### src/sv/tscw_pkg.sv
`timescale 1ns / 1ps
// shared types, codes and constants of the text screen cell writer
package tscw_pkg;

    // field widths of the command and response transactions
    localparam int ROW_W       = 5;
    localparam int COL_W       = 7;
    localparam int CHAR_W      = 8;
    localparam int ATTR_W      = 8;
    localparam int KIND_W      = 3;
    localparam int ADDR_FULL_W = ROW_W + COL_W;

    // defaults for the screen geometry and the command queue
    localparam int ROWS_DEFAULT    = 24;
    localparam int COLUMNS_DEFAULT = 80;
    localparam int QUEUE_DEPTH     = 2;

    // command kinds as they arrive on the port
    localparam logic [KIND_W-1:0] KIND_PUT      = 3'd0;
    localparam logic [KIND_W-1:0] KIND_MOVE     = 3'd1;
    localparam logic [KIND_W-1:0] KIND_ATTR_ON  = 3'd2;
    localparam logic [KIND_W-1:0] KIND_ATTR_OFF = 3'd3;
    localparam logic [KIND_W-1:0] KIND_ERASE    = 3'd4;
    localparam logic [KIND_W-1:0] KIND_READ     = 3'd5;

    // special character codes
    localparam logic [CHAR_W-1:0] CH_NEWLINE = 8'd10;
    localparam logic [CHAR_W-1:0] CH_RETURN  = 8'd13;
    localparam logic [CHAR_W-1:0] CH_SPACE   = 8'd32;

    // operations after classification
    typedef enum logic [3:0] {
        OP_NOP      = 4'd0,
        OP_PUT      = 4'd1,
        OP_NEWLINE  = 4'd2,
        OP_RETURN   = 4'd3,
        OP_MOVE     = 4'd4,
        OP_ATTR_ON  = 4'd5,
        OP_ATTR_OFF = 4'd6,
        OP_ERASE    = 4'd7,
        OP_READ     = 4'd8
    } op_t;

    // classified command held in the queue
    typedef struct packed {
        op_t               op;
        logic [ROW_W-1:0]  row;
        logic [COL_W-1:0]  col;
        logic [CHAR_W-1:0] char_code;
        logic [ATTR_W-1:0] attr_bits;
    } cmd_t;

    // status from the back end to the front end
    typedef struct packed {
        logic clearing;
    } back_status_t;

endpackage

### src/sv/tscw_front.sv
`timescale 1ns / 1ps
// command front end: classifies incoming commands and queues them
module tscw_front #(
    parameter int ROWS    = tscw_pkg::ROWS_DEFAULT,
    parameter int COLUMNS = tscw_pkg::COLUMNS_DEFAULT
) (
    input  logic                          clk,
    input  logic                          rst_n,
    input  logic                          cmd_valid,
    output logic                          cmd_ready,
    input  logic [tscw_pkg::KIND_W-1:0]   kind,
    input  logic [tscw_pkg::CHAR_W-1:0]   char_code,
    input  logic [tscw_pkg::ROW_W-1:0]    row,
    input  logic [tscw_pkg::COL_W-1:0]    column,
    input  logic [tscw_pkg::ATTR_W-1:0]   attr_bits,
    input  tscw_pkg::back_status_t        status,
    output logic                          q_valid,
    input  logic                          q_ready,
    output tscw_pkg::cmd_t                q_cmd
);

    localparam int DEPTH  = tscw_pkg::QUEUE_DEPTH;
    localparam int PTR_W  = (DEPTH > 1) ? $clog2(DEPTH) : 1;
    localparam int CNT_W  = $clog2(DEPTH + 1);
    localparam logic [tscw_pkg::ROW_W-1:0] LAST_ROW = tscw_pkg::ROW_W'(ROWS - 1);
    localparam logic [tscw_pkg::COL_W-1:0] LAST_COL = tscw_pkg::COL_W'(COLUMNS - 1);
    localparam logic [PTR_W-1:0] LAST_PTR = PTR_W'(DEPTH - 1);
    localparam logic [CNT_W-1:0] FULL_CNT = CNT_W'(DEPTH);

    tscw_pkg::cmd_t   entry_reg [DEPTH];
    tscw_pkg::cmd_t   cls;
    logic [PTR_W-1:0] wr_ptr_reg, wr_ptr_next;
    logic [PTR_W-1:0] rd_ptr_reg, rd_ptr_next;
    logic [CNT_W-1:0] count_reg, count_next;
    logic             push;
    logic             pop;

    // classify the command and clamp the coordinates
    always_comb
    begin
        cls.row       = (row > LAST_ROW) ? LAST_ROW : row;
        cls.col       = (column > LAST_COL) ? LAST_COL : column;
        cls.char_code = char_code;
        cls.attr_bits = attr_bits;
        case (kind)
            tscw_pkg::KIND_PUT:
            begin
                if (char_code == tscw_pkg::CH_NEWLINE)
                    cls.op = tscw_pkg::OP_NEWLINE;
                else if (char_code == tscw_pkg::CH_RETURN)
                    cls.op = tscw_pkg::OP_RETURN;
                else
                    cls.op = tscw_pkg::OP_PUT;
            end
            tscw_pkg::KIND_MOVE:     cls.op = tscw_pkg::OP_MOVE;
            tscw_pkg::KIND_ATTR_ON:  cls.op = tscw_pkg::OP_ATTR_ON;
            tscw_pkg::KIND_ATTR_OFF: cls.op = tscw_pkg::OP_ATTR_OFF;
            tscw_pkg::KIND_ERASE:    cls.op = tscw_pkg::OP_ERASE;
            tscw_pkg::KIND_READ:     cls.op = tscw_pkg::OP_READ;
            default:                 cls.op = tscw_pkg::OP_NOP;
        endcase
    end

    // queue handshakes; nothing is taken during the clearing pass
    assign cmd_ready = (count_reg != FULL_CNT) && !status.clearing;
    assign push      = cmd_valid && cmd_ready;
    assign q_valid   = (count_reg != '0);
    assign pop       = q_valid && q_ready;
    assign q_cmd     = entry_reg[rd_ptr_reg];

    // pointer and fill count update
    always_comb
    begin
        wr_ptr_next = wr_ptr_reg;
        rd_ptr_next = rd_ptr_reg;
        count_next  = count_reg;
        if (push)
            wr_ptr_next = (wr_ptr_reg == LAST_PTR) ? '0 : wr_ptr_reg + 1'b1;
        if (pop)
            rd_ptr_next = (rd_ptr_reg == LAST_PTR) ? '0 : rd_ptr_reg + 1'b1;
        if (push && !pop)
            count_next = count_reg + 1'b1;
        else if (pop && !push)
            count_next = count_reg - 1'b1;
    end

    always_ff @(posedge clk or negedge rst_n)
    begin
        if (!rst_n)
        begin
            wr_ptr_reg <= '0;
            rd_ptr_reg <= '0;
            count_reg  <= '0;
        end
        else
        begin
            wr_ptr_reg <= wr_ptr_next;
            rd_ptr_reg <= rd_ptr_next;
            count_reg  <= count_next;
        end
    end

    // queue storage
    always_ff @(posedge clk)
    begin
        if (push)
        begin
            entry_reg[wr_ptr_reg] <= cls;
        end
    end

endmodule

### config.mk
export PLATFORM = sky130hd
export DESIGN_NAME = tscw_front
export DESIGN_NICKNAME = d
export VERILOG_FILES = /design/src/sv/tscw_pkg.sv /design/src/sv/tscw_front.sv
export SDC_FILE = /design/constraint.sdc
export NUM_CORES = 1
export LEC_CHECK = 0
export BUFFER_PORTS_ARGS = -buffer_cell sky130_fd_sc_hd__buf_2
export CORE_MARGIN = 4
export CORE_UTILIZATION = 57
export CTS_CLUSTER_DIAMETER = 100
export DETAILED_ROUTE_END_ITERATION = 8
export GPL_ROUTABILITY_DRIVEN = 0
export GPL_TIMING_DRIVEN = 0
export HOLD_SLACK_MARGIN = 0.12
export PLACE_DENSITY_LB_ADDON = 0.3
export SYNTH_ARGS = -nofsm -noshare
export SYNTH_HDL_FRONTEND = slang
export SYNTH_SLANG_ARGS = --single-unit
### constraint.sdc
create_clock -name clk -period 6.04 [get_ports clk]
set_clock_uncertainty 0.2 [all_clocks]
set_input_delay 1.208 -clock clk [delete_from_list [all_inputs] [get_ports clk]]
set_output_delay 1.208 -clock clk [all_outputs]
set_load 0.01 [all_outputs]
Word level (Yosys, flattened, before mapping)
Memory sizes are Yosys's and may differ from the RTL's.
Index checks and enable logic that the tools add are counted.
W data, S select, Z words.
{"block": "classes", "addsub": 4, "order_cmp": 2, "n_eq_ne": 8, "muxes": 11, "reduce_logical": 11}
{"op": "$pmux W4 S6", "count": 1}
{"op": "$eq A8 B4 Y1 const B", "count": 2}
{"op": "$gt A7 B7 Y1 const B", "count": 1}
{"op": "$mux W7", "count": 1}
{"op": "$eq A3 B2 Y1 const B", "count": 2}
{"op": "$eq A3 B3 Y1 const B", "count": 2}
{"op": "$mux W2", "count": 3}
{"op": "$gt A5 B5 Y1 const B", "count": 1}
{"op": "$logic_and A1 B1 Y1", "count": 5}
{"op": "$mux W5", "count": 1}
{"op": "$mux W1", "count": 4}
{"op": "$mux W4", "count": 1}
{"op": "$reduce_bool A2 Y1", "count": 2}
{"op": "$eq A3 B1 Y1 const B", "count": 1}
{"op": "$logic_not A1 Y1", "count": 3}
{"op": "$logic_not A3 Y1", "count": 1}
{"op": "$add A1 B1 Y1 const B", "count": 2}
{"op": "$add A2 B1 Y2 const B", "count": 1}
{"op": "$ne A2 B2 Y1 const B", "count": 1}
{"op": "$sub A2 B1 Y2 const B", "count": 1}
{"block": "word_totals", "reg_bits": 4, "ram_bits": 64, "in_bits": 36, "out_inout_bits": 34, "elab_cells": 40, "mem_count": 1}
{"name": "entry_reg", "depth": 2, "word_bits": 32, "rd": 1, "rd_ports_with_merged_regs": 0, "write_ports": 1, "line": "tscw_front.sv:30", "source": "tscw_pkg::cmd_t entry_reg [DEPTH];"}

Depth between registers and ports, before layout
Gate-level depths: netlist of run 1.
{"block": "depth", "depth_word": 7, "mapped_depth": 7, "depth_no_buf": 7}

Worst setup path after synthesis of run 1
OpenSTA, ideal clock, no wires.
{"block": "synth_timing", "path_kind": "input port to flip-flop", "from": "input status", "to": "memory entry_reg[0][0] (netlist bit) (enable)", "setup_time_ns": 0.421, "arrival_ns": 2.779, "t_required_ns": 5.419, "path_slack_ns": 2.639, "stages": 3, "path_buffers": 0, "cell_sequence": "inv_1 o211ai_1 nor2_1"}
{"block": "synth_via", "elab_chain_len": 5}
{"element": "start: declaration", "line": "tscw_front.sv:16", "source": "input tscw_pkg::back_status_t status,"}
{"element": "$logic_not A1 Y1", "line": "tscw_front.sv:65", "source": "assign cmd_ready = (count_reg != FULL_CNT) && !status.clearing;"}
{"element": "$logic_and A1 B1 Y1", "line": "tscw_front.sv:65"}
{"element": "$logic_and A1 B1 Y1", "line": "tscw_front.sv:66", "source": "assign push = cmd_valid && cmd_ready;"}
{"element": "$mux W1", "line": "tscw_front.sv:106", "source": "if (push)"}
{"element": "$mux W1 (implied by the code)", "line": "tscw_front.sv:108", "source": "entry_reg[wr_ptr_reg] <= cls;"}
{"element": "end: declaration", "line": "tscw_front.sv:30"}
Every way passes these cells.

Worst setup path after layout of run 1
{"block": "layout_timing", "from": "input status", "to": "output cmd_ready"}
{"block": "layout_via", "elab_chain_len": 2}
{"element": "$logic_not A1 Y1", "line": "tscw_front.sv:65"}
{"element": "$logic_and A1 B1 Y1", "line": "tscw_front.sv:65"}
{"element": "end: declaration", "line": "tscw_front.sv:10", "source": "output logic cmd_ready,"}
Every way passes these cells.

==> run_results.csv, run 1 <==
group,metric,value,unit
run_status,outcome,"completed",
route,avgRoutedWirePerCell,14.78,µm
placement,hpwl,3064,µm
setup_path,critPathMostFrequentCell,"buf_2",
floorplan,die_h,78.70,µm
yosys,syn_nets,187,
setup_path,cp_data_required_time,4.63,ns
yosys,synth_adder_area_share,0.4392,%
setup_path,path_buf_inv,3,
yosys,synth-xor-area-share,1.845,%
clock_tree,post_cts_resized,0,
layout,insertedDiodeCount,0,
yosys,syn_area,0.002849,mm²
setup_path,start_kind,"primary input",
yosys,yosysWarningCount,0,
global_routing,grt_pass1_vias,1517,
timing,worst_pin_slew,0.9277,ns
placement,io_buffers,69,
clock_tree,cts-hold-fix-buffers,0,
global_routing,grt-ovfl-total,0,
layout,synthToLayoutAreaGrowth,20.51,%
yosys,netlist-cell-type-count,31,
setup_path,critical-path-max-stage-delay,0.13,ns
timing,drv_slew,0,
route,drtPass1Iterations,4,
global_routing,grt_use_met1,18.37,%
timing,setup_viol,0,
hold_path,min_path_type,"reg -> reg",
layout,nFillCells,314,
setup_path,startpoint,"status",
route,ant_nets,0,
setup_path,worstPathCellList,"buf_2, inv_1, o21a_1, buf_2",
clock_tree,htreeDepth,3,
global_routing,gr-usage-met2,25.30,%
clock_tree,clockBufferDepth,2,
setup_path,critical_path_class,"in -> out",
yosys,ys_ff_latch,68,
floorplan,dieWidth,78.70,µm
setup_path,end_kind,"output pin",
global_routing,grt_util_met3,5.215,%
yosys,syn_inst,150,
yosys,seq_area_frac_synth,70.97,%
route,wl,4434,µm
clock_tree,cts_root_buf,"clkbuf_8",
yosys,synth-simple-area-share,5.929,%
yosys,synth_compound_gate_area_share,1.186,%
setup_path,worstSetupEndpoint,"cmd_ready",
timing,min_period,3.021,ns
floorplan,core_area,0.004786,mm²
clock_tree,cts_made_buffers,9,
timing,relSlewSlack,38.00,%
clock_tree,cts_setup_buffers,0,
job,max_cap_violations,0,
setup_path,crit_cells,4,
floorplan,io_pins,70,
global_routing,grt_usage,15.44,%
floorplan,die-area,0.006194,mm²
route,drt-initial-drc-count,74,
clock_tree,worst_skew_pair.late_latency,0.32,ns
yosys,synth_top_family_by_area,"multiplexers",
floorplan,initial_core_util,59.53,%
power_and_ir_drop,power_density,406.6,mW/mm²
timing,period_share,50.02,%
setup_path,cp_max_fo,2,
setup_path,arrival,1.61,ns
setup_path,path_delay_family,"buffers and inverters",
route,route.detailed.drc,0,
setup_path,timing.rr.end,"entry_reg[0][21]$_DFFE_PP_",
clock_tree,path_clk_slew,0.06,ns
setup_path,r2r_setup_slack,4.02,ns
power_and_ir_drop,p_leak,1.394,nW
clock_tree,cts_tree,"done",
global_routing,antenna_found_initial,0,
timing,fmax,0.3310,GHz
timing,fin_setup_tns,0,ns
route,num_vias,1459,
setup_path,cp_slowest_cell,"o21a_1",
layout,final_util,71.74,%
layout,drive_gt1_share,51.93,%
timing,rsz0062_at_grt,"false",
global_routing,grt_max_degree,33,
yosys,syn_avg_cell_area,18.99,µm²
floorplan,rows,25,
global_routing,grt_pass1_wl,7113,µm
clock_tree,clock_sinks,68,
setup_path,reg2reg_depth,2,
layout,final_net_count,267,
route,avgViaCountPerCell,4.863,
setup_path,r2r_start,"count_reg[0]$_DFFE_PN0P_",
yosys,synth_mux_area_share,16.47,%
global_routing,grt-busiest-layer,"met2",
timing,hold_violations,0,
power_and_ir_drop,peakVddDrop,0.2603,mV
layout,largest_reg_flops,64,
==> where the power goes <==
part	switching (mW)	leakage, nW	internal, mW	total (mW)
registers	0.0250	0.631	0.593	0.618
logic	0.219	0.684	0.270	0.489
clock network	0.148	0.0792	0.141	0.289
total	0.393	1.39	1.00	1.40
==> cell families after synthesis <==
logic type               Yosys count
AND/OR/NAND/NOR                   29
XOR/XNOR                           6
AO/OA/AOI/OAI                      5
multiplexers                      32
buffers and inverters              9
adder cells (fa/ha/maj)            1
flip-flops                        68
==> metrics by stage <==
stage	power, mW	worst slack (ns)	instance area (µm²)	hold WS, ns	instances
floorplan	0.9855	2.639	2849	0.2608	150
global placement	1.117	1.767	3278	0.2787	286
detailed placement	1.126	3.020	3287	0.3382	286
CTS	1.413	3.015	3433	0.3506	300
global route	1.469	2.957	3433	0.3828	300
finish	1.396	3.019	3433	0.3477	300
==> layout make-up <==
cell class                      count  area (µm²)  share of cell area (%)
Buffer                              6       78.83                   2.296
Clock buffer                       10       127.6                   3.717
Clock inverter                      4       18.77                  0.5466
Inverter                            3       11.26                  0.3280
Multi-Input combinational cell     73       745.7                   21.72
Sequential cell                    68        2022                   58.89
Tap cell                           67       83.83                   2.442
Timing Repair Buffer               69       345.3                   10.06
==> cell usage in the layout, fill, tap and decap left out, drive strengths merged, types with 2 or more instances in the layout <==
master	instances
buf	73
clkbuf	12
clkinv	4
dfrtp	4
edfxtp	64
inv	3
mux2	32
nand2	4
nand2b	5
nor2	5
nor2b	4
or2b	2
xnor2	5
==> how the worst min path moves through the flow <==
stage                            from  slack (ns)                     end  depth (start not counted)
3_3_place_gp   wr_ptr_reg$_DFFE_PN0P_        0.28  wr_ptr_reg$_DFFE_PN0P_                          1
4_1_cts        wr_ptr_reg$_DFFE_PN0P_        0.35  wr_ptr_reg$_DFFE_PN0P_                          1
3_5_place_dp   wr_ptr_reg$_DFFE_PN0P_        0.34  wr_ptr_reg$_DFFE_PN0P_                          1
5_1_grt        wr_ptr_reg$_DFFE_PN0P_        0.38  wr_ptr_reg$_DFFE_PN0P_                          1
2_1_floorplan  wr_ptr_reg$_DFFE_PN0P_        0.26  wr_ptr_reg$_DFFE_PN0P_                          1
6_report       wr_ptr_reg$_DFFE_PN0P_        0.35  wr_ptr_reg$_DFFE_PN0P_                          1
==> per-layer routing <==
| layer | share of wire [%] | vias up |
|---|---|---|
| li1 | - | 725 |
| met2 | 50 | 45 |
| met5 | 0 | - |
| met1 | 42 | 682 |
| met3 | 7.1 | 7 |
| met4 | 1.1 | 0 |
==> Yosys cell counts <==
| master | number | area [µm²] |
|---|---|---|
| or2b_1 | 2 | 15.01 |
| mux2_2 | 3 | 33.78 |
| nand3b_1 | 1 | 7.510 |
| o211ai_1 | 1 | 7.510 |
| o21a_1 | 1 | 7.510 |
| nor3_1 | 1 | 5.000 |
| nand2b_1 | 5 | 31.28 |
| nand4_1 | 1 | 6.260 |
| clkbuf_1 | 2 | 7.510 |
| and2_1 | 1 | 6.260 |
| nor2b_1 | 4 | 25.02 |
| and3b_1 | 1 | 8.760 |
| nand3_1 | 1 | 5.000 |
| and3_1 | 1 | 6.260 |
| buf_12 | 3 | 60.06 |
| dfrtp_1 | 4 | 100.1 |
| or2_4 | 1 | 8.760 |
| o2111ai_1 | 1 | 8.760 |
| xnor2_1 | 5 | 43.79 |
| a21oi_1 | 1 | 5.000 |
| nor2_1 | 5 | 18.77 |
| inv_1 | 3 | 11.26 |
| nand2_1 | 3 | 11.26 |
| buf_6 | 1 | 11.26 |
| o21ai_0 | 1 | 5.000 |
| nor3b_1 | 1 | 7.510 |
| edfxtp_1 | 64 | 1922 |
| mux2_4 | 29 | 435.4 |
| nand2_2 | 1 | 6.260 |
| ha_1 | 1 | 12.51 |
| xor2_1 | 1 | 8.760 |
Note: power is estimated with default switching activity, not from simulation.
==> run 2: changes to the inputs <==
--- a/config.mk
+++ b/config.mk
@@ -5,9 +5,10 @@
 export SDC_FILE = /design/constraint.sdc
 export NUM_CORES = 1
 export LEC_CHECK = 0
+export ABC_AREA = 1
 export BUFFER_PORTS_ARGS = -buffer_cell sky130_fd_sc_hd__buf_2
 export CORE_MARGIN = 4
-export CORE_UTILIZATION = 57
+export CORE_UTILIZATION = 52
 export CTS_CLUSTER_DIAMETER = 100
 export DETAILED_ROUTE_END_ITERATION = 8
 export GPL_ROUTABILITY_DRIVEN = 0
==> constraint.sdc (replaced) <==
create_clock -name clk -period 3.11 [get_ports clk]
set_clock_uncertainty 0.2 [all_clocks]
set_input_delay 0.622 -clock clk [delete_from_list [all_inputs] [get_ports clk]]
set_output_delay 0.622 -clock clk [all_outputs]
set_load 0.01 [all_outputs]
==> run_results.csv, run 2 <==
group,metric,value,unit
clock_tree,cts_root_buf,"clkbuf_8",
power_and_ir_drop,p_leak,1.599,nW
timing,worst_slack,0.8650,ns
power_and_ir_drop,peakVddDrop,0.3732,mV
layout,fin_cells,405,
clock_tree,clock_sinks,68,
timing,timing.hold.ws,0.2750,ns
timing,rsz0062_at_grt,"false",
setup_path,start_kind,"flip-flop",
yosys,synth_top_area_share,69.03,%
run_status,outcome,"completed",
yosys,netlist-cell-type-count,20,
placement,dp_slack,0.7496,ns
timing,setup_viol,0,
setup_path,worstPathCellList,"buf_2, inv_2, buf_4, nand2_1, nand2_1, buf_2",
timing,min_period,2.245,ns
yosys,syn_nets,287,
route,wl,4859,µm
power_and_ir_drop,power.share.switching,32.40,%
floorplan,die_h,81.17,µm
setup_path,crit_cells,6,
setup_path,end_kind,"output pin",
timing,drv_slew,0,
timing,hold_violations,0,
clock_tree,cts_tree,"done",
route,avgRoutedWirePerCell,12.00,µm
layout,layout_common_cells,"124 x nand2_1, 73 x buf_2, 64 x edfxtp_1",
hold_path,min_path_cells,1,
global_routing,grt_max_degree,33,
clock_tree,worst_skew_pair.late_latency,0.33,ns
layout,drive_gt1_share,30.45,%
route,num_vias,1841,
power_and_ir_drop,clkPwrFrac,26.3,%
yosys,yosysWarningCount,0,
clock_tree,htreeDepth,3,
yosys,yosysMostFrequentCell,"nand2_1",
layout,synthToLayoutAreaGrowth,23.78,%
yosys,synth_edf_count,64,
yosys,synth-async-reset-ratio,5.882,%
timing,worst_pin_slew,0.9429,ns
placement,dp.cells,389,
floorplan,io_pins,70,
route,drt-initial-drc-count,64,
route,avgViaCountPerCell,4.546,
timing,period_share,72.19,%
clock_tree,cts_made_buffers,9,
layout,insertedDiodeCount,0,
yosys,syn_area,0.002784,mm²
yosys,ys_ff_latch,68,
clock_tree,post_cts_resized,0,
power_and_ir_drop,power,2.838,mW
route,drtPass1Iterations,4,
global_routing,antenna_found_initial,0,
yosys,synth_flop_cell,"edfxtp_1",
floorplan,rows,26,
hold_path,min_path_type,"in -> reg",
setup_path,cp_max_fo,10,
setup_path,cp_slowest_cell,"dfrtp_1",
clock_tree,clockBufferDepth,2,
yosys,synth_area_leaders,"edfxtp_1 69%, nand2_1 17%, dfrtp_1 3.6%",
setup_path,arrival,1.42,ns
yosys,syn_avg_cell_area,11.14,µm²
placement,io_buffers,69,
global_routing,grt-ovfl-total,0,
job,max_cap_violations,0,
power_and_ir_drop,power.switching,0.9194,mW
floorplan,initial_core_util,54.16,%
setup_path,path_delay_family,"buffers and inverters",
clock_tree,path_clk_slew,0.07,ns
placement,hpwl,3283,µm
global_routing,grt_pass1_vias,1719,
layout,final_net_count,368,
global_routing,grt_usage,16.11,%
floorplan,die-area,0.006589,mm²
power_and_ir_drop,power_frac_comb,31.7,%
power_and_ir_drop,power_density,823.5,mW/mm²
yosys,synth_top_cell_by_area,"edfxtp_1",
setup_path,cp_data_required_time,2.29,ns
layout,layout_commonest_cell,"nand2_1",
clock_tree,cts_setup_buffers,0,
route,route.detailed.drc,0,
power_and_ir_drop,p_int,1.918,mW
setup_path,path_buf_inv,4,
timing,fmax,0.4454,GHz
global_routing,grt_pass1_wl,7645,µm
setup_path,critical_path_class,"reg -> out",
power_and_ir_drop,power_frac_seq,42.0,%
layout,largest_reg_flops,64,
yosys,seq_area_frac_synth,72.63,%
route,ant_nets,0,
floorplan,dieWidth,81.17,µm
yosys,synth_commonest_cells,"124 x nand2_1, 64 x edfxtp_1, 22 x inv_1",
clock_tree,cts-hold-fix-buffers,1,
yosys,syn_inst,250,
setup_path,reg2reg_depth,4,
timing,relSlewSlack,36.99,%
floorplan,core_area,0.005140,mm²
setup_path,critical-path-max-stage-delay,0.36,ns
## run 2: cell types whose count changed after synthesis, moves of 5 or more
| cell | delta |
|---|---|
| nand2_1 | +121 |
| mux2_4 | -29 |
| nand2b_1 | -5 |
| nor2_1 | +5 |
| inv_1 | +19 |
## run 2: per-layer routing
| layer | vias up | share of wire, % | GRT usage [%] |
|---|---|---|---|
| li1 | 955 | - | - |
| met2 | 46 | 52 | 28.49 |
| met4 | 0 | 1.0 | 9.628 |
| met5 | - | 0 | 0 |
| met1 | 836 | 41 | 17.10 |
| met3 | 4 | 6.1 | 4.324 |
## run 2: power by group through the flow
stage	clock [mW]	sequential, mW	combinational, mW
final	0.746	1.19	0.900
after global routing	0.800	1.20	1.01
after CTS	0.763	1.19	0.924
after detailed placement	0	1.21	0.920
after global placement	0	1.21	0.891
after floorplan	0	1.20	0.561
## run 2: per-stage QoR
step           instance area (µm²)  util (%)  setup TNS, ns
6_report                      3446     67.04              0
5_1_grt                       3446     67.04              0
3_5_place_dp                  3232     62.88              0
4_1_cts                       3446     67.04              0
3_3_place_gp                  3217     62.59         -35.06
2_1_floorplan                 2784         -              0
## run 2: path summary, 6_finish.rpt
| path | slack (ns) | start | endpoint |
|---|---|---|---|
| max in group asynchronous | 2.15 | rst_n | rd_ptr_reg$_DFFE_PN0P_ |
| hold reg to reg | 0.30 | count_reg[0]$_DFFE_PN0P_ | count_reg[0]$_DFFE_PN0P_ |
| hold / removal | 0.28 | attr_bits[0] | entry_reg[1][0]$_DFFE_PP_ |
| setup reg to reg | 1.08 | count_reg[0]$_DFFE_PN0P_ | entry_reg[1][30]$_DFFE_PP_ |
| min in group asynchronous | 0.44 | rst_n | wr_ptr_reg$_DFFE_PN0P_ |
| setup / recovery | 0.86 | rd_ptr_reg$_DFFE_PN0P_ | q_cmd[14] |
## run 2: logic make-up (layout without fill, tap and decap cells)
kind of cell / after synthesis / in the layout / synth area share [%]
AND/OR/NAND/NOR: 139 / 139 / 19.24
buffers and inverters: 34 / 119 / 5.169
flip-flops: 68 / 68 / 72.63
XOR/XNOR: 4 / 4 / 1.259
adder cells (fa/ha/maj): 1 / 1 / 0.4494
AO/OA/AOI/OAI: 4 / 4 / 1.258
## run 2: worst register-to-register path, cell delays in order, from the launching register on
cell     delay [ns]
dfrtp_1        0.38
inv_2          0.07
a21oi_4        0.13
nand2_2        0.12
nor2_4         0.73
## run 2: cell type report
cell class                      instances  area (µm²)
Sequential cell                        68        2022
Fill cell                             414        1694
Multi-Input combinational cell        148       633.1
Timing Repair Buffer                   70       355.3
Clock buffer                            9       123.9
Inverter                               25       93.84
Tap cell                               70       87.58
Clock inverter                          6       80.08
Buffer                                  9       50.05
==> run 3: changes to the inputs <==
==> constraint.sdc (replaced) <==
create_clock -name clk -period 2.2 [get_ports clk]
set_clock_uncertainty 0.2 [all_clocks]
set_input_delay 0.44 -clock clk [delete_from_list [all_inputs] [get_ports clk]]
set_output_delay 0.44 -clock clk [all_outputs]
set_load 0.01 [all_outputs]
==> run_results.csv, run 3 (same netlist as run 2, synthesis figures left out) <==
group,metric,value,unit
run_status,outcome,"completed",
layout,layout.area.seq,0.002022,mm²
clock_tree,worst_skew_pair.late_latency,0.33,ns
floorplan,io_pins,70,
floorplan,die-area,0.006589,mm²
power_and_ir_drop,power.share.switching,32.41,%
timing,period_share,93.91,%
route,wl_met2,2632,µm
layout,insertedDiodeCount,0,
timing,setup_viol,0,
power_and_ir_drop,power_density,1125,mW/mm²
global_routing,grt_max_degree,33,
power_and_ir_drop,p_int,2.730,mW
power_and_ir_drop,p_leak,1.663,nW
power_and_ir_drop,power_frac_comb,32.2,%
route,num_vias,1924,
clock_tree,cts_root_buf,"clkbuf_8",
clock_tree,path_clk_slew,0.07,ns
route,avgRoutedWirePerCell,12.14,µm
setup_path,start_kind,"flip-flop",
route,avgViaCountPerCell,4.592,
power_and_ir_drop,clkPwrFrac,26.2,%
placement,io_buffers,69,
clock_tree,cts_tree,"done",
power_and_ir_drop,peakVddDrop,0.5340,mV
setup_path,cp_data_required_time,1.56,ns
global_routing,grt-ovfl-total,0,
power_and_ir_drop,power,4.038,mW
clock_tree,cts_setup_buffers,0,
route,wl_met3,287,µm
clock_tree,htreeDepth,3,
power_and_ir_drop,power.switching,1.309,mW
route,ant_nets,0,
layout,fin_cells,419,
floorplan,core_area,0.005140,mm²
setup_path,critical_path_class,"reg -> out",
route,drt-met1-wl,2050,µm
route,drtPass1Iterations,4,
setup_path,end_kind,"output pin",
global_routing,grt_pass1_vias,1850,
layout,layout_common_cells,"124 x nand2_1, 73 x buf_2, 64 x edfxtp_1",
global_routing,grt_pass1_wl,8148,µm
route,route.detailed.drc,0,
timing,fmax,0.4840,GHz
floorplan,initial_core_util,54.16,%
layout,layout_commonest_cell,"nand2_1",
clock_tree,clock_sinks,68,
timing,worst_slack,0.1341,ns
layout,largest_reg_flops,64,
hold_path,min_path_type,"in -> reg",
placement,dp.cells,389,
setup_path,cp_max_fo,10,
layout,drive_gt1_share,29.23,%
setup_path,arrival,1.43,ns
layout,multi_input_area,638.1,µm²
timing,rsz0062_at_grt,"true",
clock_tree,clockBufferDepth,2,
timing,min_period,2.066,ns
timing,drv_slew,0,
setup_path,r2r_setup_slack,0.17,ns
floorplan,rows,26,
timing,fin_setup_tns,0,ns
layout,synthToLayoutAreaGrowth,28.99,%
route,maxUsedRoutingLayer,"met4",
job,max_cap_violations,0,
clock_tree,cts_made_buffers,9,
route,drt-initial-drc-count,89,
global_routing,grt_usage,17.05,%
layout,final_net_count,382,
timing,relSlewSlack,36.40,%
route,wl,5085,µm
placement,dp_slack,0.02159,ns
global_routing,antenna_found_initial,0,
power_and_ir_drop,power_frac_seq,41.7,%
placement,hpwl,3283,µm
floorplan,dieWidth,81.17,µm
floorplan,die_h,81.17,µm
layout,nFillCells,405,
timing,hold_violations,0,
timing,worst_pin_slew,0.9518,ns
run 3: changes by cell type in the layout (fill, tap and decap cells not counted):
cell,before,now
dlygate4sd3_1,1,15
nand2_2,2,1
nand2_4,0,1
run 3: worst max-delay path, stage by stage (launching register included):
cell	delay [ns]
dfrtp_1	0.36
buf_2	0.15
inv_2	0.12
buf_4	0.19
nand2_1	0.08
nand2_1	0.07
buf_2	0.13
run 3: layout make-up:
cell class	instances	share of cell area, %
sequential	68	56.31
multi-input combinational	148	17.77
timing repair buffer	84	13.80
clock buffer	9	3.449
inverter	25	2.613
tap	70	2.439
clock inverter	6	2.230
buffer	9	1.394
run 3: repair_timing:
action,in CTS,in global routing
endpoints found under the setup margin,0,64
resized for setup,0,1
hold buffers,15,0
hold endpoints to repair,32,0
run 3: power groups by stage:
stage / Clock (mW) / Sequential (mW) / Combinational [mW]
CTS: 1.08 / 1.68 / 1.32
global route: 1.13 / 1.70 / 1.45
finish: 1.06 / 1.68 / 1.30
global placement: 0 / 1.71 / 1.26
detailed placement: 0 / 1.71 / 1.30
floorplan: 0 / 1.70 / 0.793
run 3: metal layers:
layer | vias up | global-route usage (%)
li1 | 985 | -
met1 | 879 | 18.15
met2 | 51 | 30.21
met3 | 9 | 4.213
met4 | 0 | 10.47
met5 | - | 0
run 3: path summary, 6_finish.rpt:
| kind | from | end | depth (start not counted) |
|---|---|---|---|
| min | char_code[0] | entry_reg[0][8]$_DFFE_PP_ | 1 |
| max in group asynchronous | rst_n | rd_ptr_reg$_DFFE_PN0P_ | 2 |
| max | rd_ptr_reg$_DFFE_PN0P_ | q_cmd[14] | 6 |
| min in group asynchronous | rst_n | wr_ptr_reg$_DFFE_PN0P_ | 2 |
| max reg2reg | count_reg[0]$_DFFE_PN0P_ | entry_reg[1][10]$_DFFE_PP_ | 4 |
| min reg2reg | count_reg[0]$_DFFE_PN0P_ | count_reg[0]$_DFFE_PN0P_ | 1 |
run 3: stage by stage:
| step | hold slack (ns) | area, µm² | util [%] |
|---|---|---|---|
| final | 0.1431 | 3591 | 69.86 |
| after global routing | 0.1294 | 3591 | 69.86 |
| after CTS | 0.1235 | 3586 | 69.77 |
| after detailed placement | 0.05145 | 3232 | 62.88 |
| after global placement | 0.04967 | 3217 | 62.59 |
| after floorplan | -0.05559 | 2784 | - |
